===== src/hw/rtl/gasa_pkg.sv =====
// Shared types and constants for the glyph atlas shelf allocator.
package gasa_pkg;

    localparam int KEY_W   = 21;
    localparam int GLYPH_W = 8;
    localparam int POS_W   = 12;
    localparam int SIZE_W  = 13;
    localparam int PAD_W   = 4;
    localparam int STAT_W  = 2;
    localparam int DIM_W   = 16;
    localparam int APB_AW  = 4;
    localparam int APB_DW  = 32;

    localparam logic [SIZE_W-1:0] RESET_SIZE = 13'd128;
    localparam logic [PAD_W-1:0]  RESET_PAD  = 4'd1;

    localparam logic [1:0] REG_INIT_W = 2'd0;
    localparam logic [1:0] REG_INIT_H = 2'd1;
    localparam logic [1:0] REG_PAD    = 2'd2;

    typedef logic [DIM_W-1:0] dim_t;

    typedef enum logic [STAT_W-1:0] {
        STATUS_OK        = 2'd0,
        STATUS_FULL      = 2'd1,
        STATUS_TOO_LARGE = 2'd2
    } status_t;

    typedef struct packed {
        logic [KEY_W-1:0] key;
        logic [POS_W-1:0] px;
        logic [POS_W-1:0] py;
    } entry_t;

    typedef struct packed {
        logic [SIZE_W-1:0] init_w;
        logic [SIZE_W-1:0] init_h;
        logic [PAD_W-1:0]  pad;
        logic              restart;
    } cfg_t;

endpackage


===== src/hw/rtl/gasa_if.sv =====
// Request and response channel interfaces of the glyph atlas shelf allocator.
interface gasa_req_if
    import gasa_pkg::*;
();
    logic               valid;
    logic               ready;
    logic [KEY_W-1:0]   code_point;
    logic [GLYPH_W-1:0] glyph_width;
    logic [GLYPH_W-1:0] glyph_height;

    modport source (output valid, output code_point, output glyph_width,
                    output glyph_height, input ready);
    modport sink   (input valid, input code_point, input glyph_width,
                    input glyph_height, output ready);
endinterface

interface gasa_rsp_if
    import gasa_pkg::*;
();
    logic              valid;
    logic              ready;
    logic [POS_W-1:0]  pos_x;
    logic [POS_W-1:0]  pos_y;
    logic              was_hit;
    logic [SIZE_W-1:0] atlas_cols;
    logic [SIZE_W-1:0] atlas_rows;
    logic [STAT_W-1:0] status;

    modport source (output valid, output pos_x, output pos_y, output was_hit,
                    output atlas_cols, output atlas_rows, output status,
                    input ready);
    modport sink   (input valid, input pos_x, input pos_y, input was_hit,
                    input atlas_cols, input atlas_rows, input status,
                    output ready);
endinterface


===== src/hw/rtl/gasa_ctrl.sv =====
// Search and placement sequencer with atlas state and the response register.
module gasa_ctrl
    import gasa_pkg::*;
#(
    parameter int CACHE_DEPTH = 256,
    parameter int MAX_ATLAS   = 4096,
    parameter int AW          = (CACHE_DEPTH > 1) ? $clog2(CACHE_DEPTH) : 1
) (
    input  logic              clk,
    input  logic              rst_n,
    input  cfg_t              cfg,
    gasa_req_if.sink          req,
    gasa_rsp_if.source        rsp,
    output logic              mem_we,
    output logic [AW-1:0]     mem_waddr,
    output entry_t            mem_wdata,
    output logic [AW-1:0]     mem_raddr,
    input  entry_t            mem_rdata
);

    localparam int   CW      = $clog2(CACHE_DEPTH + 1);
    localparam dim_t MAX_DIM = DIM_W'(MAX_ATLAS);
    localparam logic [CW-1:0] FULL_COUNT = CW'(CACHE_DEPTH);

    typedef enum logic [2:0] {
        S_IDLE,
        S_SEARCH,
        S_MISS,
        S_GROW_W,
        S_SHELF,
        S_GROW_H,
        S_CHECK,
        S_EMIT
    } state_t;

    function automatic dim_t nonzero(input logic [SIZE_W-1:0] v);
        return (v == '0) ? dim_t'(1) : dim_t'(v);
    endfunction

    state_t             state_reg;
    logic [KEY_W-1:0]   key_reg;
    logic [GLYPH_W-1:0] gw_reg;
    logic [GLYPH_W-1:0] gh_reg;
    logic [CW-1:0]      idx_reg;
    logic [CW-1:0]      count_reg;
    dim_t               cur_x_reg;
    dim_t               cur_y_reg;
    logic [GLYPH_W-1:0] shelf_reg;
    dim_t               width_reg;
    dim_t               height_reg;
    dim_t               w_reg;
    dim_t               h_reg;
    dim_t               cx_reg;
    dim_t               cy_reg;
    logic [GLYPH_W-1:0] sh_reg;
    logic [POS_W-1:0]   px_reg;
    logic [POS_W-1:0]   py_reg;
    logic               hit_reg;
    status_t            status_reg;

    logic               out_valid_reg;
    logic [POS_W-1:0]   out_px_reg;
    logic [POS_W-1:0]   out_py_reg;
    logic               out_hit_reg;
    logic [SIZE_W-1:0]  out_cols_reg;
    logic [SIZE_W-1:0]  out_rows_reg;
    status_t            out_status_reg;

    dim_t               pad_d;
    dim_t               gw_d;
    dim_t               need_w;
    dim_t               need_h;
    logic               overrun;
    logic               fits;
    logic               key_match;
    logic [CW-1:0]      next_idx;
    logic               last;
    logic               accept;
    logic               emit_ok;

    assign pad_d     = dim_t'(cfg.pad);
    assign gw_d      = dim_t'(gw_reg);
    assign need_w    = gw_d + pad_d;
    assign need_h    = cy_reg + dim_t'(gh_reg) + pad_d;
    assign overrun   = (cur_x_reg + gw_d + pad_d) > w_reg;
    assign fits      = (w_reg <= MAX_DIM) && (h_reg <= MAX_DIM);
    assign key_match = mem_rdata.key == key_reg;
    assign next_idx  = idx_reg + CW'(1);
    assign last      = next_idx == count_reg;
    assign emit_ok   = !out_valid_reg || rsp.ready;

    assign req.ready = (state_reg == S_IDLE) && !cfg.restart;
    assign accept    = req.valid && req.ready;

    // Entry 0 is fetched on accept; each search cycle fetches the next one.
    assign mem_raddr    = (state_reg == S_IDLE) ? '0 : next_idx[AW-1:0];
    assign mem_we       = (state_reg == S_CHECK) && fits;
    assign mem_waddr    = count_reg[AW-1:0];
    assign mem_wdata.key = key_reg;
    assign mem_wdata.px  = cx_reg[POS_W-1:0];
    assign mem_wdata.py  = cy_reg[POS_W-1:0];

    assign rsp.valid      = out_valid_reg;
    assign rsp.pos_x      = out_px_reg;
    assign rsp.pos_y      = out_py_reg;
    assign rsp.was_hit    = out_hit_reg;
    assign rsp.atlas_cols = out_cols_reg;
    assign rsp.atlas_rows = out_rows_reg;
    assign rsp.status     = out_status_reg;

    always_ff @(posedge clk or negedge rst_n)
    begin
        if (!rst_n)
        begin
            state_reg     <= S_IDLE;
            count_reg     <= '0;
            cur_x_reg     <= '0;
            cur_y_reg     <= '0;
            shelf_reg     <= '0;
            width_reg     <= dim_t'(RESET_SIZE);
            height_reg    <= dim_t'(RESET_SIZE);
            out_valid_reg <= 1'b0;
        end
        else
        begin
            if (state_reg == S_EMIT && emit_ok)
            begin
                out_valid_reg <= 1'b1;
            end
            else if (rsp.ready)
            begin
                out_valid_reg <= 1'b0;
            end

            unique case (state_reg)
                S_IDLE:
                begin
                    if (cfg.restart)
                    begin
                        count_reg  <= '0;
                        cur_x_reg  <= '0;
                        cur_y_reg  <= '0;
                        shelf_reg  <= '0;
                        width_reg  <= nonzero(cfg.init_w);
                        height_reg <= nonzero(cfg.init_h);
                    end
                    else if (accept)
                    begin
                        key_reg    <= req.code_point;
                        gw_reg     <= req.glyph_width;
                        gh_reg     <= req.glyph_height;
                        idx_reg    <= '0;
                        hit_reg    <= 1'b0;
                        px_reg     <= '0;
                        py_reg     <= '0;
                        status_reg <= STATUS_OK;
                        state_reg  <= (count_reg == '0) ? S_MISS : S_SEARCH;
                    end
                end
                S_SEARCH:
                begin
                    if (key_match)
                    begin
                        hit_reg   <= 1'b1;
                        px_reg    <= mem_rdata.px;
                        py_reg    <= mem_rdata.py;
                        state_reg <= S_EMIT;
                    end
                    else if (last)
                    begin
                        state_reg <= S_MISS;
                    end
                    else
                    begin
                        idx_reg <= next_idx;
                    end
                end
                S_MISS:
                begin
                    if (count_reg >= FULL_COUNT)
                    begin
                        status_reg <= STATUS_FULL;
                        state_reg  <= S_EMIT;
                    end
                    else
                    begin
                        w_reg     <= width_reg;
                        state_reg <= S_GROW_W;
                    end
                end
                S_GROW_W:
                begin
                    // Double once per cycle; stop once wide enough or past the maximum.
                    if (w_reg < need_w && w_reg <= MAX_DIM)
                    begin
                        w_reg <= w_reg << 1;
                    end
                    else
                    begin
                        state_reg <= S_SHELF;
                    end
                end
                S_SHELF:
                begin
                    if (overrun)
                    begin
                        cx_reg <= pad_d;
                        cy_reg <= cur_y_reg + dim_t'(shelf_reg) + pad_d;
                        sh_reg <= '0;
                    end
                    else
                    begin
                        cx_reg <= cur_x_reg;
                        cy_reg <= cur_y_reg;
                        sh_reg <= shelf_reg;
                    end
                    h_reg     <= height_reg;
                    state_reg <= S_GROW_H;
                end
                S_GROW_H:
                begin
                    if (h_reg < need_h && h_reg <= MAX_DIM)
                    begin
                        h_reg <= h_reg << 1;
                    end
                    else
                    begin
                        state_reg <= S_CHECK;
                    end
                end
                S_CHECK:
                begin
                    if (fits)
                    begin
                        px_reg     <= cx_reg[POS_W-1:0];
                        py_reg     <= cy_reg[POS_W-1:0];
                        width_reg  <= w_reg;
                        height_reg <= h_reg;
                        cur_x_reg  <= cx_reg + gw_d + pad_d;
                        cur_y_reg  <= cy_reg;
                        shelf_reg  <= (gh_reg > sh_reg) ? gh_reg : sh_reg;
                        count_reg  <= count_reg + CW'(1);
                    end
                    else
                    begin
                        status_reg <= STATUS_TOO_LARGE;
                    end
                    state_reg <= S_EMIT;
                end
                S_EMIT:
                begin
                    if (emit_ok)
                    begin
                        out_px_reg     <= px_reg;
                        out_py_reg     <= py_reg;
                        out_hit_reg    <= hit_reg;
                        out_cols_reg   <= width_reg[SIZE_W-1:0];
                        out_rows_reg   <= height_reg[SIZE_W-1:0];
                        out_status_reg <= status_reg;
                        state_reg      <= S_IDLE;
                    end
                end
                default:
                begin
                    state_reg <= S_IDLE;
                end
            endcase
        end
    end

endmodule


===== src/flat_wrapper.sv =====
// flat-port wrapper written by rule: the top's interface ports become plain ports
module gasa_ctrl_flat import gasa_pkg::*;
#(
    parameter int CACHE_DEPTH = 256,
    parameter int MAX_ATLAS   = 4096,
    parameter int AW          = (CACHE_DEPTH > 1) ? $clog2(CACHE_DEPTH) : 1
)
  (clk, rst_n, cfg, mem_we, mem_waddr, mem_wdata, mem_raddr, mem_rdata, req_valid, req_code_point, req_glyph_width, req_glyph_height, req_ready, rsp_valid, rsp_pos_x, rsp_pos_y, rsp_was_hit, rsp_atlas_cols, rsp_atlas_rows, rsp_status, rsp_ready);
  gasa_req_if req_i ();
  gasa_rsp_if rsp_i ();
  input  logic clk;
  input  logic rst_n;
  input  cfg_t cfg;
  output logic mem_we;
  output logic [AW-1:0] mem_waddr;
  output entry_t mem_wdata;
  output logic [AW-1:0] mem_raddr;
  input  entry_t mem_rdata;
  input wire logic [$bits(req_i.valid)-1:0] req_valid;
  input wire logic [$bits(req_i.code_point)-1:0] req_code_point;
  input wire logic [$bits(req_i.glyph_width)-1:0] req_glyph_width;
  input wire logic [$bits(req_i.glyph_height)-1:0] req_glyph_height;
  output wire logic [$bits(req_i.ready)-1:0] req_ready;
  output wire logic [$bits(rsp_i.valid)-1:0] rsp_valid;
  output wire logic [$bits(rsp_i.pos_x)-1:0] rsp_pos_x;
  output wire logic [$bits(rsp_i.pos_y)-1:0] rsp_pos_y;
  output wire logic [$bits(rsp_i.was_hit)-1:0] rsp_was_hit;
  output wire logic [$bits(rsp_i.atlas_cols)-1:0] rsp_atlas_cols;
  output wire logic [$bits(rsp_i.atlas_rows)-1:0] rsp_atlas_rows;
  output wire logic [$bits(rsp_i.status)-1:0] rsp_status;
  input wire logic [$bits(rsp_i.ready)-1:0] rsp_ready;
  assign req_i.valid = req_valid;
  assign req_i.code_point = req_code_point;
  assign req_i.glyph_width = req_glyph_width;
  assign req_i.glyph_height = req_glyph_height;
  assign req_ready = req_i.ready;
  assign rsp_valid = rsp_i.valid;
  assign rsp_pos_x = rsp_i.pos_x;
  assign rsp_pos_y = rsp_i.pos_y;
  assign rsp_was_hit = rsp_i.was_hit;
  assign rsp_atlas_cols = rsp_i.atlas_cols;
  assign rsp_atlas_rows = rsp_i.atlas_rows;
  assign rsp_status = rsp_i.status;
  assign rsp_i.ready = rsp_ready;
  gasa_ctrl #(.CACHE_DEPTH(CACHE_DEPTH), .MAX_ATLAS(MAX_ATLAS), .AW(AW)) u_core (.clk(clk), .rst_n(rst_n), .cfg(cfg), .req(req_i), .rsp(rsp_i), .mem_we(mem_we), .mem_waddr(mem_waddr), .mem_wdata(mem_wdata), .mem_raddr(mem_raddr), .mem_rdata(mem_rdata));
endmodule

===== config.mk =====
export PLATFORM = sky130hd
export DESIGN_NAME = gasa_ctrl_flat
export DESIGN_NICKNAME = d
export VERILOG_FILES = /design/src/hw/rtl/gasa_pkg.sv /design/src/hw/rtl/gasa_if.sv /design/src/hw/rtl/gasa_ctrl.sv /design/src/flat_wrapper.sv
export SDC_FILE = /design/constraint.sdc
export NUM_CORES = 1
export LEC_CHECK = 0
export ABC_AREA = 1
export BUFFER_PORTS_ARGS = -buffer_cell sky130_fd_sc_hd__buf_2
export CAP_MARGIN = 0
export CORE_MARGIN = 3
export CORE_UTILIZATION = 45
export CTS_CLUSTER_DIAMETER = 120
export DETAILED_ROUTE_END_ITERATION = 10
export PLACE_DENSITY = 0.65
export SLEW_MARGIN = 20
export SYNTH_ARGS = -nofsm -noshare
export SYNTH_HDL_FRONTEND = slang
export SYNTH_SLANG_ARGS = --single-unit
export TNS_END_PERCENT = 1

===== constraint.sdc =====
create_clock -name clk -period 5.56 [get_ports clk]
set_clock_uncertainty 0.1 [all_clocks]
set_input_delay 0.278 -clock clk [delete_from_list [all_inputs] [get_ports clk]]
set_output_delay 0.278 -clock clk [all_outputs]
set_load 0.005 [all_outputs]

==> impl_metrics.json <==
{
  "cts_root_buf": "clkbuf_16",
  "grt_pass1_wl_um": 67500,
  "syn_nets": 1865,
  "swShare_pct": 31.0,
  "hold_depth": 3,
  "cts.path.max_buffers": 3,
  "die-height_um": 192,
  "crit_slowest_cell": "a21boi_1",
  "endpoint_kind": "flip-flop",
  "hold_start": "mem_rdata[23]",
  "maxSlewViolCount": 0,
  "syn2layout_area_growth_pct": 21.6,
  "critical-path-max-stage-delay_ns": 0.55,
  "dpl_cell_area_sq_um": 17100,
  "finalSetupTns_ns": 0,
  "async_flop_share_pct": 30.0,
  "fin_area_sq_um": 19000,
  "clkPwrFrac_pct": 33.0,
  "gp_congestion": 0.902,
  "final_cell_mix": "nand2_1, buf_2, edfxtp_1",
  "antenna_cells": 0,
  "r2r_slack_ns": 0.54,
  "period_needed_ns": 5.02,
  "r2r_cells": 20,
  "grt_usage_pct": 23.2,
  "utilization_pct": 56.0,
  "crit_start": "u_core.gw_reg[1]",
  "drv_cap": 0,
  "vias": 12700,
  "top_level_ports": 234,
  "drt_iter0_drc": 804,
  "largest_register_ffs": 21,
  "rsz0062_at_grt": "no",
  "vdd_drop_max_mv": 0.401,
  "antenna_found_initial": 1,
  "cts_resized": 0,
  "yosys_warnings": 0,
  "final_nets": 2160,
  "p_comb_share_pct": 23.1,
  "criticalPathCategory": "flip-flop to flip-flop",
  "rr_startpoint": "u_core.gw_reg[1]",
  "numCtsBuffers": 31,
  "synth_top_cells_by_area": "edfxtp_1, dfrtp_1, ha_1",
  "start_util_pct": 46.1,
  "power_density_nw_per_um2": 342,
  "drive_gt1_share_pct": 16.4,
  "seq_area_frac_synth_pct": 51.8,
  "worstPathRequired_ns": 5.77,
  "synth_top_area_cell": "edfxtp_1",
  "dieArea_sq_um": 36900,
  "postRouteAntennaNets": 0,
  "worstSetupStartpointType": "flip-flop",
  "clock_sinks": 283,
  "hold_viol_final": 1,
  "worstSkewPairLatency_ns": 0.56,
  "drc": 0,
  "netSwitchingPower_mw": 2.01,
  "seqPwrFrac_pct": 44.0,
  "synth_top_flop_cell": "edfxtp_1",
  "register_area_sq_um": 8080,
  "cts_tree": "built",
  "yosys.area.top_type_share_pct": 38.1,
  "clk_pin_slew_worst_paths_ns": 0.06,
  "arrival_ns": 5.23,
  "worstMarginPinSlew_ns": 1.06,
  "fmax_mhz": 199,
  "violations": "negative hold slack",
  "avgRoutedWirePerCell_um": 17.9,
  "cts_setup_buffers": 0,
  "r2r_end": "u_core.sh_reg[5]",
  "p_int_mw": 4.48,
  "syn_area_sq_um": 15600,
  "leakage_nw": 8.49,
  "wirelength_um": 42800,
  "drt_pass1_iterations": 6,
  "htreeDepth": 1,
  "relSlewSlack_pct": 29.6,
  "grt_pass1_vias": 12600,
  "num_rows": 67,
  "path_cells": "fa_1 -> ha_1 -> inv_1 -> fa_1 -> inv_1 -> a21oi_1 -> o21ai_0 -> nand2_1 -> o211ai_1 -> nand3_1 -> nor2_1 -> xor2_1 -> inv_1 -> ha_1 -> nand2_1 -> nor4_1 -> nand2_1 -> a21boi_1 -> buf_4 -> nor2_1",
  "die-width_um": 192,
  "grt_overflow": 0,
  "synth-seq-cells": 283,
  "final_common_cell": "nand2_1",
  "synth-edff-count": 198,
  "synth_cells": 1625,
  "core_region_area_sq_um": 33900,
  "ys_types": 42,
  "hpwl_um": 31200,
  "status": "finished, violations left",
  "multiInputGateArea_sq_um": 6390,
  "grt_max_degree": 54,
  "worstPathMaxFanout": 10,
  "n_fill_cell": 3023,
  "setup_violations": 0,
  "avgSynthCellArea_sq_um": 9.60,
  "viasPerCell": 5.29,
  "hold_path_class": "input pin to flip-flop",
  "numPortBuffers": 233,
  "holdWs_ns": -0.00154,
  "hold_end": "u_core.px_reg[11]",
  "finalCritPeriodShare_pct": 90.3
}
[repair_timing]
action | in CTS | in global routing
endpoints found under the setup margin | 0 | 0
endpoints found under the hold margin | 125 | 0
hold buffers | 83 | 0
[synth_stat cells, drive strengths merged, types with 8 or more instances]
library cell	instances
nand2	333
edfxtp	198
inv	196
o21ai	136
nor2	133
ha	102
dfrtp	83
a21oi	82
nand3	78
xor2	52
buf	46
nor3	25
o211ai	25
clkbuf	24
nand4	22
fa	21
xnor2	17
a22o	10
nor4	8
[power groups by stage]
| stage | registers (mW) | clock network [mW] | logic, mW |
|---|---|---|---|
| 3_3_place_gp | 2.89 | 0 | 1.40 |
| 2_1_floorplan | 2.82 | 0 | 0.993 |
| 6_report | 2.85 | 2.14 | 1.50 |
| 5_1_grt | 2.89 | 2.27 | 1.70 |
| 4_1_cts | 2.85 | 2.18 | 1.50 |
| 3_5_place_dp | 2.89 | 0 | 1.45 |
[critical path, delay by kind of cell, from the launching register on]
kind	cells	cell delay [ns]
AO/OA/AOI/OAI	4	1.14
buffers and inverters	4	0.49
AND/OR/NAND/NOR	7	1.02
XOR/XNOR	1	0.17
adder cells (fa/ha/maj)	4	1.37
flip-flops	1	0.47
[cell families after synthesis]
family | Yosys count | share of synthesized area [%]
xor gates and xnor gates | 69 | 3.87
buffers and inverters | 269 | 7.54
AOI/OAI and AO/OA | 277 | 9.87
DFF | 283 | 51.8
adders and majority gates | 123 | 10.9
and+or+nand+nor | 604 | 16.1
[area by class of cell]
class	instances	area share (%)
flip-flops and latches	283	42.6
clock inverters	14	0.924
inverters	199	3.95
clock buffers	43	4.65
well taps	448	2.96
multi-input cells	1073	33.7
repair buffers	332	11.2
[per-stage QoR]
stage	power, mW	instances	setup WS [ns]
after CTS	6.53	2392	0.533
after floorplan	3.81	1625	0.575
final	6.49	2392	0.538
after detailed placement	4.34	2252	0.498
after global placement	4.29	2251	0.642
after global routing	6.86	2392	0.145
[per-layer routing]
metal / global-route usage, % / routed length (um)
met1: 31.9 / 18600
met2: 38.9 / 20500
met3: 3.85 / 3050
met4: 4.99 / 755
met5: 0 / 7
[worst max-delay path by stage]
stage	endpoint	slack [ns]	depth (start not counted)
after global placement	u_core.sh_reg[6]	0.64	21
after floorplan	u_core.rsp.atlas_cols[0]	0.57	5
after global routing	u_core.sh_reg[5]	0.14	20
after detailed placement	u_core.sh_reg[5]	0.50	21
after CTS	u_core.sh_reg[5]	0.53	20
final	u_core.sh_reg[5]	0.54	20
(Power assumes the default switching activity.)
