File: src/hw/rtl/gasa_pkg.sv
// Shared types and constants for the glyph atlas shelf allocator.
package gasa_pkg;

    localparam int KEY_W   = 21;
    localparam int GLYPH_W = 8;
    localparam int POS_W   = 12;
    localparam int SIZE_W  = 13;
    localparam int PAD_W   = 4;
    localparam int STAT_W  = 2;
    localparam int DIM_W   = 16;
    localparam int APB_AW  = 4;
    localparam int APB_DW  = 32;

    localparam logic [SIZE_W-1:0] RESET_SIZE = 13'd128;
    localparam logic [PAD_W-1:0]  RESET_PAD  = 4'd1;

    localparam logic [1:0] REG_INIT_W = 2'd0;
    localparam logic [1:0] REG_INIT_H = 2'd1;
    localparam logic [1:0] REG_PAD    = 2'd2;

    typedef logic [DIM_W-1:0] dim_t;

    typedef enum logic [STAT_W-1:0] {
        STATUS_OK        = 2'd0,
        STATUS_FULL      = 2'd1,
        STATUS_TOO_LARGE = 2'd2
    } status_t;

    typedef struct packed {
        logic [KEY_W-1:0] key;
        logic [POS_W-1:0] px;
        logic [POS_W-1:0] py;
    } entry_t;

    typedef struct packed {
        logic [SIZE_W-1:0] init_w;
        logic [SIZE_W-1:0] init_h;
        logic [PAD_W-1:0]  pad;
        logic              restart;
    } cfg_t;

endpackage

File: src/hw/rtl/gasa_cfg.sv
// APB configuration registers with a restart pulse on size writes.
module gasa_cfg
    import gasa_pkg::*;
(
    input  logic              clk,
    input  logic              rst_n,
    input  logic              psel,
    input  logic              penable,
    input  logic              pwrite,
    input  logic [APB_AW-1:0] paddr,
    input  logic [APB_DW-1:0] pwdata,
    output logic [APB_DW-1:0] prdata,
    output logic              pready,
    output cfg_t              cfg
);

    logic [SIZE_W-1:0] init_w_reg;
    logic [SIZE_W-1:0] init_h_reg;
    logic [PAD_W-1:0]  pad_reg;
    logic              restart_reg;
    logic              wr;
    logic [1:0]        idx;

    assign pready = 1'b1;
    assign wr     = psel && penable && pwrite;
    assign idx    = paddr[3:2];

    always_ff @(posedge clk or negedge rst_n)
    begin
        if (!rst_n)
        begin
            init_w_reg  <= RESET_SIZE;
            init_h_reg  <= RESET_SIZE;
            pad_reg     <= RESET_PAD;
            restart_reg <= 1'b0;
        end
        else
        begin
            restart_reg <= 1'b0;
            if (wr)
            begin
                unique case (idx)
                    REG_INIT_W:
                    begin
                        init_w_reg  <= pwdata[SIZE_W-1:0];
                        restart_reg <= 1'b1;
                    end
                    REG_INIT_H:
                    begin
                        init_h_reg  <= pwdata[SIZE_W-1:0];
                        restart_reg <= 1'b1;
                    end
                    REG_PAD:
                    begin
                        pad_reg <= pwdata[PAD_W-1:0];
                    end
                    default:
                    begin
                    end
                endcase
            end
        end
    end

    always_comb
    begin
        unique case (idx)
            REG_INIT_W: prdata = APB_DW'(init_w_reg);
            REG_INIT_H: prdata = APB_DW'(init_h_reg);
            REG_PAD:    prdata = APB_DW'(pad_reg);
            default:    prdata = '0;
        endcase
    end

    // Restart is registered alongside the written size, so the new size is visible when it rises.
    assign cfg.init_w  = init_w_reg;
    assign cfg.init_h  = init_h_reg;
    assign cfg.pad     = pad_reg;
    assign cfg.restart = restart_reg;

endmodule

File: config.mk
export PLATFORM = sky130hd
export DESIGN_NAME = gasa_cfg
export DESIGN_NICKNAME = d
export VERILOG_FILES = /design/src/hw/rtl/gasa_pkg.sv /design/src/hw/rtl/gasa_cfg.sv
export SDC_FILE = /design/constraint.sdc
export NUM_CORES = 1
export LEC_CHECK = 0
export BUFFER_PORTS_ARGS = -buffer_cell sky130_fd_sc_hd__buf_4
export CORE_UTILIZATION = 40
export DETAILED_ROUTE_END_ITERATION = 12
export GPL_TIMING_DRIVEN = 0
export PLACE_DENSITY = 0.88
export SLEW_MARGIN = 20
export SYNTH_ARGS = -nofsm -noshare
export SYNTH_HDL_FRONTEND = slang
export SYNTH_SLANG_ARGS = --single-unit
File: constraint.sdc
create_clock -name clk -period 1.9 [get_ports clk]
set_clock_uncertainty 0.1 [all_clocks]
set_input_delay 0.475 -clock clk [delete_from_list [all_inputs] [get_ports clk]]
set_output_delay 0.475 -clock clk [all_outputs]
set_load 0.01 [all_outputs]
==> flow_metrics.py, run 1 <==
metrics = {
    "synth": {
        "yosys_warnings": 0,
        "netlist_instances": 126,
        "synth.largest_area_cell": "dfrtp_1",
        "synth.area.top_cells": "dfrtp_1, mux2_2, buf_4, mux2i_1, dfstp_2",
        "synth.cell_area_mm2": 0.00161,
        "ys_ff_latch": 31,
        "synthDominantCellAreaShare": 0.434,
        "synth_cell_type_count": 18,
        "avgSynthCellArea_um2": 12.8,
        "synth_seq_area_share": 0.483,
    },
    "pwr": {
        "peakVddDrop_v": 0.000635,
        "power_uw": 2180,
        "p_leak_uw": 0.00120,
        "power_density_mw_per_mm2": 951,
    },
    "drt": {
        "totalWireLength_mm": 3.49,
        "via_count": 1170,
        "drc": 0,
        "dr.pass1.iters": 2,
        "drtAntennaViolNets": 0,
        "detail_route.vias_per_cell": 4.48,
        "first_iter_violations": 13,
        "wl_per_cell_um": 13.4,
    },
    "setup_path": {
        "critPathMaxFanout": 10,
        "path_class": "in -> out",
        "crit_arrival_ns": 1.25,
        "cp_data_required_time_ns": 1.32,
        "end_kind": "output port",
        "worst_setup_path_start_kind": "input pin",
    },
    "global_route": {
        "grt_max_degree": 32,
        "grt_pass1_vias": 1166,
        "track_usage": 0.176,
        "overflow": 0,
        "antenna_found_initial": 0,
        "grt_pass1_wl_mm": 5.53,
    },
    "place": {
        "placed_area_mm2": 0.00220,
        "place.gp.congestion": 0.792,
        "place.port_buffers": 61,
        "dp_cells": 253,
        "dp_hpwl_mm": 2.61,
        "post-place-ws_ns": -0.135,
    },
    "clocking": {
        "cts_buffers": 5,
        "cts_tree": "done",
        "clk_latency_ns": 0.27,
        "cts-hold-fix-buffers": 0,
        "clk_pin_slew_ns": 0.06,
        "clk_path_buf_depth": 2,
        "cts_max_level": 2,
        "clockRootBuffer": "clkbuf_8",
        "clkSinkCount": 31,
        "cts_setup_buffers": 0,
    },
    "die": {
        "initial_core_util": 0.428,
        "die_y_um": 65.5,
        "dieArea_mm2": 0.00429,
        "die_w_um": 65.5,
        "ios": 105,
        "rows": 22,
        "core_mm2": 0.00377,
    },
    "finish": {
        "final_area_mm2": 0.00229,
        "fillers": 321,
        "drive_gt1_frac": 0.615,
        "insertedDiodeCount": 0,
        "nNetsFinal": 253,
        "fin_util": 0.608,
        "area_delta_synth_final_pct": 42.1,
        "stdcell_count": 261,
    },
    "timing": {
        "finalHoldViolCount": 0,
        "slew_violations": 0,
        "finalCriticalPeriod_ns": 1.83,
        "setup_violations": 0,
        "period_share": 0.963,
        "setup_ws_ns": 0.0712,
        "fmaxAchievable_mhz": 547,
        "rsz0062_at_grt": "no",
    },
    "run": {
        "drv_cap": 0,
    },
    "worst_hold_path": {
        "hp-class": "in -> async",
    },
    "status": {
        "outcome": "finished, final reports clean",
    },
}
-- logic make-up after synthesis --
family,count (synthesis),synth area share
mux,43,0.299
compound gates,4,0.0124
flops,31,0.483
simple gates,19,0.0760
other cells,2,0.00466
buf+inv,27,0.124
-- final timing paths --
kind / start / end / slack [ns] / depth (start not counted)
min in group clk: pwdata[10] / init_w_reg[10]$_DFFE_PN0P_ / 0.34 / 2
worst max register to register: init_h_reg[4]$_DFFE_PN0P_ / init_h_reg[4]$_DFFE_PN0P_ / 1.01 / 1
max in group asynchronous: rst_n / pad_reg[0]$_DFFE_PN1P_ / 1.35 / 1
worst max-delay path: paddr[2] / prdata[10] / 0.07 / 5
worst min-delay path: rst_n / init_h_reg[10]$_DFFE_PN0P_ / 0.03 / 1
worst min register to register: init_w_reg[12]$_DFFE_PN0P_ / init_w_reg[12]$_DFFE_PN0P_ / 0.43 / 1
-- routing by layer --
layer | routed length [um] | part of all wire | GRT usage | up-vias
met4 | 32 | 0.0092 | 0.0598 | 0
met2 | 1800 | 0.52 | 0.305 | 47
met1 | 1450 | 0.42 | 0.210 | 558
met3 | 202 | 0.058 | 0.0469 | 5
met5 | 0 | 0 | 0 | -
li1 | - | - | - | 560
-- synth_stat cells --
cell      number
nor3_4         1
nor2_1        10
buf_4         24
buf_6          1
or3b_4         1
nor3b_4        1
dfrtp_1       28
nand2_1        4
dfstp_2        3
conb_1         2
o21ai_0        4
nor2b_1        1
clkbuf_1       1
nand3_4        1
mux2_4         4
buf_2          1
mux2i_1       13
mux2_2        26
-- report_power, final --
group	switching, uW	internal (uW)
Combinational	306	450
Clock	219	260
Sequential	122	822
Total	648	1530
-- cell type report --
| cell class | count | area [um2] | area share |
|---|---|---|---|
| Buffer | 27 | 211 | 0.0922 |
| Multi-Input combinational cell | 86 | 703 | 0.307 |
| Clock buffer | 8 | 80.1 | 0.0349 |
| Timing Repair Buffer | 61 | 458 | 0.200 |
| Sequential cell | 31 | 779 | 0.340 |
| Tap cell | 48 | 60.1 | 0.0262 |
-- per-stage QoR --
stage,setup TNS [ns],hold WS (ns)
floorplan,0,0.0794
finish,0,0.0265
CTS,0,0.0352
detailed placement,-1.12,0.328
global route,0,0.0486
global placement,-0.848,0.323
-- cells in the final DEF (no fill, tap or decap), drive strengths merged --
master  netlist  routed
buf          26      87
mux2         30      30
dfrtp        28      28
conb          2      20
mux2i        13      13
nor2         10      10
clkbuf        1       9
nand2         4       4
o21ai         4       4
dfstp         3       3
nor2b         1       1
nand3         1       1
nor3          1       1
nor3b         1       1
or3b          1       1
-- what timing repair did --
action,CTS,global route
gates cloned,0,0
setup endpoints to repair,10,5
gates resized for setup,3,2
-- worst max-delay path, cell delays in order --
cell and delay [ns]:
buf_4 0.17, buf_8 0.18, mux2i_1 0.22, nor2_1 0.06, buf_4 0.15
Note: power is estimated with default switching activity, not from simulation.
==> inputs of run 2 (changes only) <==
--- a/config.mk
+++ b/config.mk
@@ -6,5 +6,6 @@
 export NUM_CORES = 1
 export LEC_CHECK = 0
-export BUFFER_PORTS_ARGS = -buffer_cell sky130_fd_sc_hd__buf_4
+export BUFFER_PORTS_ARGS = -buffer_cell sky130_fd_sc_hd__buf_2
+export CORE_MARGIN = 2
 export CORE_UTILIZATION = 40
 export DETAILED_ROUTE_END_ITERATION = 12
==> constraint.sdc (replaced) <==
create_clock -name clk -period 1.9 [get_ports clk]
set_clock_uncertainty 0.1 [all_clocks]
set_input_delay 0.38 -clock clk [delete_from_list [all_inputs] [get_ports clk]]
set_output_delay 0.38 -clock clk [all_outputs]
set_load 0.01 [all_outputs]
==> run 2 against run 1 <==
Compared with the run above:
- wire length down 5.6%
- core utilization decreased by 6.7 points
- register-to-register slack hardly changed
==> flow_metrics.py, run 2 (same netlist as run 1, synthesis figures left out) <==
metrics = {
    "status": {
        "outcome": "finished, final reports clean",
    },
    "pwr": {
        "peakVddDrop_v": 0.000589,
        "power_uw": 2050,
        "power_density_mw_per_mm2": 961,
        "p_leak_uw": 0.00115,
    },
    "clocking": {
        "clkSinkCount": 31,
        "cts_max_level": 2,
        "clockRootBuffer": "clkbuf_8",
        "cts_buffers": 5,
        "cts_setup_buffers": 0,
        "cts_tree": "done",
        "clk_pin_slew_ns": 0.06,
        "clk_path_buf_depth": 2,
        "clk_latency_ns": 0.27,
    },
    "setup_path": {
        "end_kind": "output port",
        "worst_path_max_delay_cell": "clkbuf_4",
        "cp_data_required_time_ns": 1.42,
        "r2r-end": "pad_reg[1]$_DFFE_PN0P_",
        "critPathMaxFanout": 10,
        "path_buf_inv": 3,
        "crit_family": "buffers and inverters",
        "worst_setup_path_start_kind": "input pin",
        "reg2reg_slack_ns": 1.00,
        "rr_worst_depth": 1,
        "path_cells": "buf_4 > clkbuf_4 > mux2i_1 > o21ai_0 > buf_2",
        "rr_startpoint": "pad_reg[1]$_DFFE_PN0P_",
        "crit_arrival_ns": 1.29,
        "path_class": "in -> out",
        "worst_path_largest_cell_delay_ns": 0.28,
    },
    "die": {
        "initial_core_util": 0.409,
        "rows": 23,
        "die_w_um": 67.5,
        "dieArea_mm2": 0.00456,
        "ios": 105,
        "core_mm2": 0.00394,
        "die_y_um": 67.5,
    },
    "finish": {
        "insertedDiodeCount": 0,
        "area_delta_synth_final_pct": 32.1,
        "final_cell_mix": "buf_2, dfrtp_1, mux2_2, buf_4, conb_1",
        "final_common_cell": "buf_2",
        "fillers": 357,
        "drive_gt1_frac": 0.606,
        "final_area_mm2": 0.00213,
        "nNetsFinal": 253,
    },
    "global_route": {
        "grt_pass1_vias": 1055,
        "track_usage": 0.153,
        "grt_pass1_wl_mm": 5.00,
        "overflow": 0,
        "grt_max_degree": 32,
        "antenna_found_initial": 0,
    },
    "drt": {
        "drtAntennaViolNets": 0,
        "first_iter_violations": 20,
        "drc": 0,
        "detail_route.vias_per_cell": 4.33,
        "totalWireLength_mm": 3.30,
        "via_count": 1139,
        "dr.pass1.iters": 3,
        "wl_per_cell_um": 12.5,
    },
    "timing": {
        "slew_headroom": 0.544,
        "tightest_slew_ns": 0.683,
        "setup_ws_ns": 0.132,
        "hold_slack_ns": 0.0445,
        "fmaxAchievable_mhz": 566,
        "setup_violations": 0,
        "slew_violations": 0,
        "finalHoldViolCount": 0,
        "rsz0062_at_grt": "no",
        "finalCriticalPeriod_ns": 1.77,
        "period_share": 0.930,
        "finalSetupTns_ns": 0,
    },
    "place": {
        "dp_hpwl_mm": 2.50,
        "post-place-ws_ns": 0.0325,
        "place.port_buffers": 61,
        "placed_area_mm2": 0.00205,
        "place.gp.congestion": 0.854,
    },
    "worst_hold_path": {
        "hp-class": "in -> async",
    },
    "run": {
        "drv_cap": 0,
    },
}
run 2: cell count changes in the layout (fill, tap and decap cells not counted):
cell,previous run,this run
buf_2,0,61
buf_4,85,24
buf_8,1,0
clkbuf_1,3,4
clkbuf_2,1,0
clkbuf_4,0,1
nor2b_1,0,1
nor2b_2,1,0
run 2: what timing repair did:
action                                  CTS  global route
endpoints found under the hold margin     0             0
resized for setup                         0             1
hold buffers                              0             0
endpoints found under the setup margin    0             1
run 2: worst max path at each step:
stage,from,endpoint,slack [ns],depth (start not counted)
final,paddr[2],prdata[2],0.13,5
after global routing,paddr[2],prdata[2],0.04,5
after CTS,paddr[2],prdata[2],0.03,5
after detailed placement,paddr[2],prdata[2],0.03,5
after global placement,paddr[2],prdata[2],0.05,5
after floorplan,paddr[2],prdata[2],0.25,4
run 2: report_power, final:
| group | internal, uW | switching, uW | leakage, uW |
|---|---|---|---|
| Combinational | 336 | 301 | 0.000738 |
| Sequential | 822 | 112 | 0.000376 |
| Clock | 260 | 217 | 0.0000395 |
| Total | 1420 | 630 | 0.00115 |
run 2: stage by stage:
stage,util,instances
after floorplan,-,144
final,0.540,263
after global routing,0.540,263
after detailed placement,0.520,255
after CTS,0.540,263
after global placement,0.520,255
run 2: area by class of cell:
class	instances	area, um2	area share
Clock buffer	8	80.1	0.0376
Buffer	27	203	0.0951
Sequential cell	31	779	0.366
Tap cell	50	62.6	0.0294
Timing Repair Buffer	61	305	0.143
Multi-Input combinational cell	86	701	0.329
run 2: routing by layer:
metal,global-route usage,vias up,routed length (um)
met3,0.0500,2,205
met5,0,-,0
li1,-,563,-
met1,0.176,536,1300
met4,0.0587,0,20
met2,0.261,38,1780
==> inputs of run 3 (changes only) <==
- CELL_PAD_IN_SITES_DETAIL_PLACEMENT: default -> 2
- CELL_PAD_IN_SITES_GLOBAL_PLACEMENT: default -> 2
- CORE_UTILIZATION: 40 -> 24
- PLACE_DENSITY: 0.88 -> 0.9
==> run 3 against run 2 <==
Compared with the run above:
- sequential cell count unchanged
- sequential power about the same
- count of clock-buffer cells in the layout down 1
- via count up 5.5%
- worst hold slack worse by 0.0012 ns
- sequential share of layout area down 0.76 points
- combinational power up 2%
- first-iteration DRC count down 40%
- critical path depth unchanged
- total power up 3.2%
- clock power up 11%
- highest routed layer unchanged
==> flow_metrics.py, run 3 (same netlist as run 1, synthesis figures left out) <==
metrics = {
    "status": {
        "outcome": "finished, final reports clean",
    },
    "die": {
        "dieArea_mm2": 0.00739,
        "rows": 29,
        "ios": 105,
        "die_y_um": 86.0,
        "core_mm2": 0.00642,
        "initial_core_util": 0.251,
        "die_w_um": 86.0,
    },
    "timing": {
        "slew_headroom": 0.534,
        "finalHoldViolCount": 0,
        "slew_violations": 0,
        "fmaxAchievable_mhz": 560,
        "tightest_slew_ns": 0.700,
        "setup_ws_ns": 0.114,
        "rsz0062_at_grt": "no",
        "finalSetupTns_ns": 0,
        "period_share": 0.940,
        "setup_violations": 0,
        "finalCriticalPeriod_ns": 1.79,
    },
    "setup_path": {
        "worst_setup_path_start_kind": "input pin",
        "critPathMaxFanout": 10,
        "crit_arrival_ns": 1.31,
        "cp_data_required_time_ns": 1.42,
        "path_class": "in -> out",
        "end_kind": "output port",
    },
    "pwr": {
        "p_leak_uw": 0.00116,
        "power_frac_comb": 0.308,
        "pwr-share-clk": 0.249,
        "p_sw_frac": 0.314,
        "seqPwrFrac": 0.443,
        "p_switching_uw": 664,
        "power_density_mw_per_mm2": 972,
        "p_int_uw": 1450,
        "peakVddDrop_v": 0.000206,
        "power_uw": 2110,
    },
    "finish": {
        "stdcell_count": 290,
        "final_cell_mix": "buf_2, dfrtp_1, mux2_2, buf_4, conb_1",
        "nNetsFinal": 253,
        "insertedDiodeCount": 0,
        "area_delta_synth_final_pct": 34.9,
        "final_area_mm2": 0.00218,
        "drive_gt1_frac": 0.615,
        "final_common_cell": "buf_2",
    },
    "global_route": {
        "antenna_found_initial": 0,
        "grt_pass1_vias": 1253,
        "overflow": 0,
        "grt_pass1_wl_mm": 6.42,
        "grt_max_degree": 32,
        "track_usage": 0.115,
    },
    "place": {
        "placed_area_mm2": 0.00208,
        "post-place-ws_ns": -0.0355,
        "dp_cells": 282,
        "dp_hpwl_mm": 3.19,
        "place.gp.congestion": 0.767,
        "place.port_buffers": 61,
    },
    "clocking": {
        "clkSinkCount": 31,
        "cts_setup_buffers": 0,
        "clk_pin_slew_ns": 0.07,
        "clk_path_buf_depth": 2,
        "clockRootBuffer": "clkbuf_8",
        "cts_buffers": 5,
        "cts-hold-fix-buffers": 0,
        "cts_max_level": 2,
        "cts_tree": "done",
        "clk_latency_ns": 0.27,
    },
    "drt": {
        "wl_per_cell_um": 14.2,
        "detail_route.vias_per_cell": 4.14,
        "via_count": 1202,
        "drtAntennaViolNets": 0,
        "dr.pass1.iters": 3,
        "drc": 0,
        "first_iter_violations": 12,
        "totalWireLength_mm": 4.12,
    },
    "worst_hold_path": {
        "hp-class": "in -> async",
    },
    "run": {
        "drv_cap": 0,
    },
}
[run 3: cell types whose count changed in the layout (fill, tap and decap cells not counted)]
cell,delta
buf_4,+1
clkbuf_1,-2
clkbuf_4,-1
clkbuf_8,+1
clkinv_2,+1
[run 3: worst paths after layout]
check | from | end | slack, ns | cells past startpoint
hold / removal | rst_n | pad_reg[3]$_DFFE_PN0P_ | 0.04 | 1
max in group asynchronous | rst_n | init_h_reg[6]$_DFFE_PN0P_ | 1.20 | 1
hold reg to reg | init_h_reg[10]$_DFFE_PN0P_ | init_h_reg[10]$_DFFE_PN0P_ | 0.43 | 1
setup reg to reg | pad_reg[3]$_DFFE_PN0P_ | pad_reg[3]$_DFFE_PN0P_ | 1.00 | 1
setup / recovery | paddr[2] | prdata[2] | 0.11 | 5
min in group clk | pwdata[4] | init_w_reg[4]$_DFFE_PN0P_ | 0.25 | 2
[run 3: stage by stage]
stage	hold WS [ns]	utilization
2_1_floorplan	-0.0156	-
3_3_place_gp	0.359	0.324
5_1_grt	0.0812	0.339
3_5_place_dp	0.362	0.324
4_1_cts	0.0545	0.339
6_report	0.0434	0.339
[run 3: power groups by stage]
stage          Combinational (uW)  Clock, uW  Sequential, uW
2_1_floorplan                 306          0            1000
3_3_place_gp                  638          0             939
3_5_place_dp                  661          0             953
4_1_cts                       663        554             942
5_1_grt                       710        583             966
6_report                      651        526             937
[run 3: metal layers]
metal	vias to the layer above	GRT usage	routed length (um)
met3	5	0.0250	292
li1	561	-	-
met4	0	0.0649	77
met1	587	0.132	1650
met2	49	0.197	2100
met5	-	0	0
[run 3: area by class of cell]
| type | count | area [um2] |
|---|---|---|
| Tap cell | 77 | 96.3 |
| Clock inverter | 1 | 5.00 |
| Buffer | 27 | 203 |
| Fill cell | 698 | 4250 |
| Timing Repair Buffer | 61 | 305 |
| Clock buffer | 7 | 86.3 |
| Sequential cell | 31 | 779 |
| Multi-Input combinational cell | 86 | 701 |
[run 3: repair_timing]
item | in CTS | in global routing
endpoints found under the setup margin | 1 | 0
endpoints found under the hold margin | 0 | 0
gates resized for setup | 1 | 0
[run 3: critical path, cell delays in order]
cell and delay, ns:
buf_4 0.16, buf_4 0.26, mux2i_1 0.22, o21ai_0 0.11, buf_2 0.16
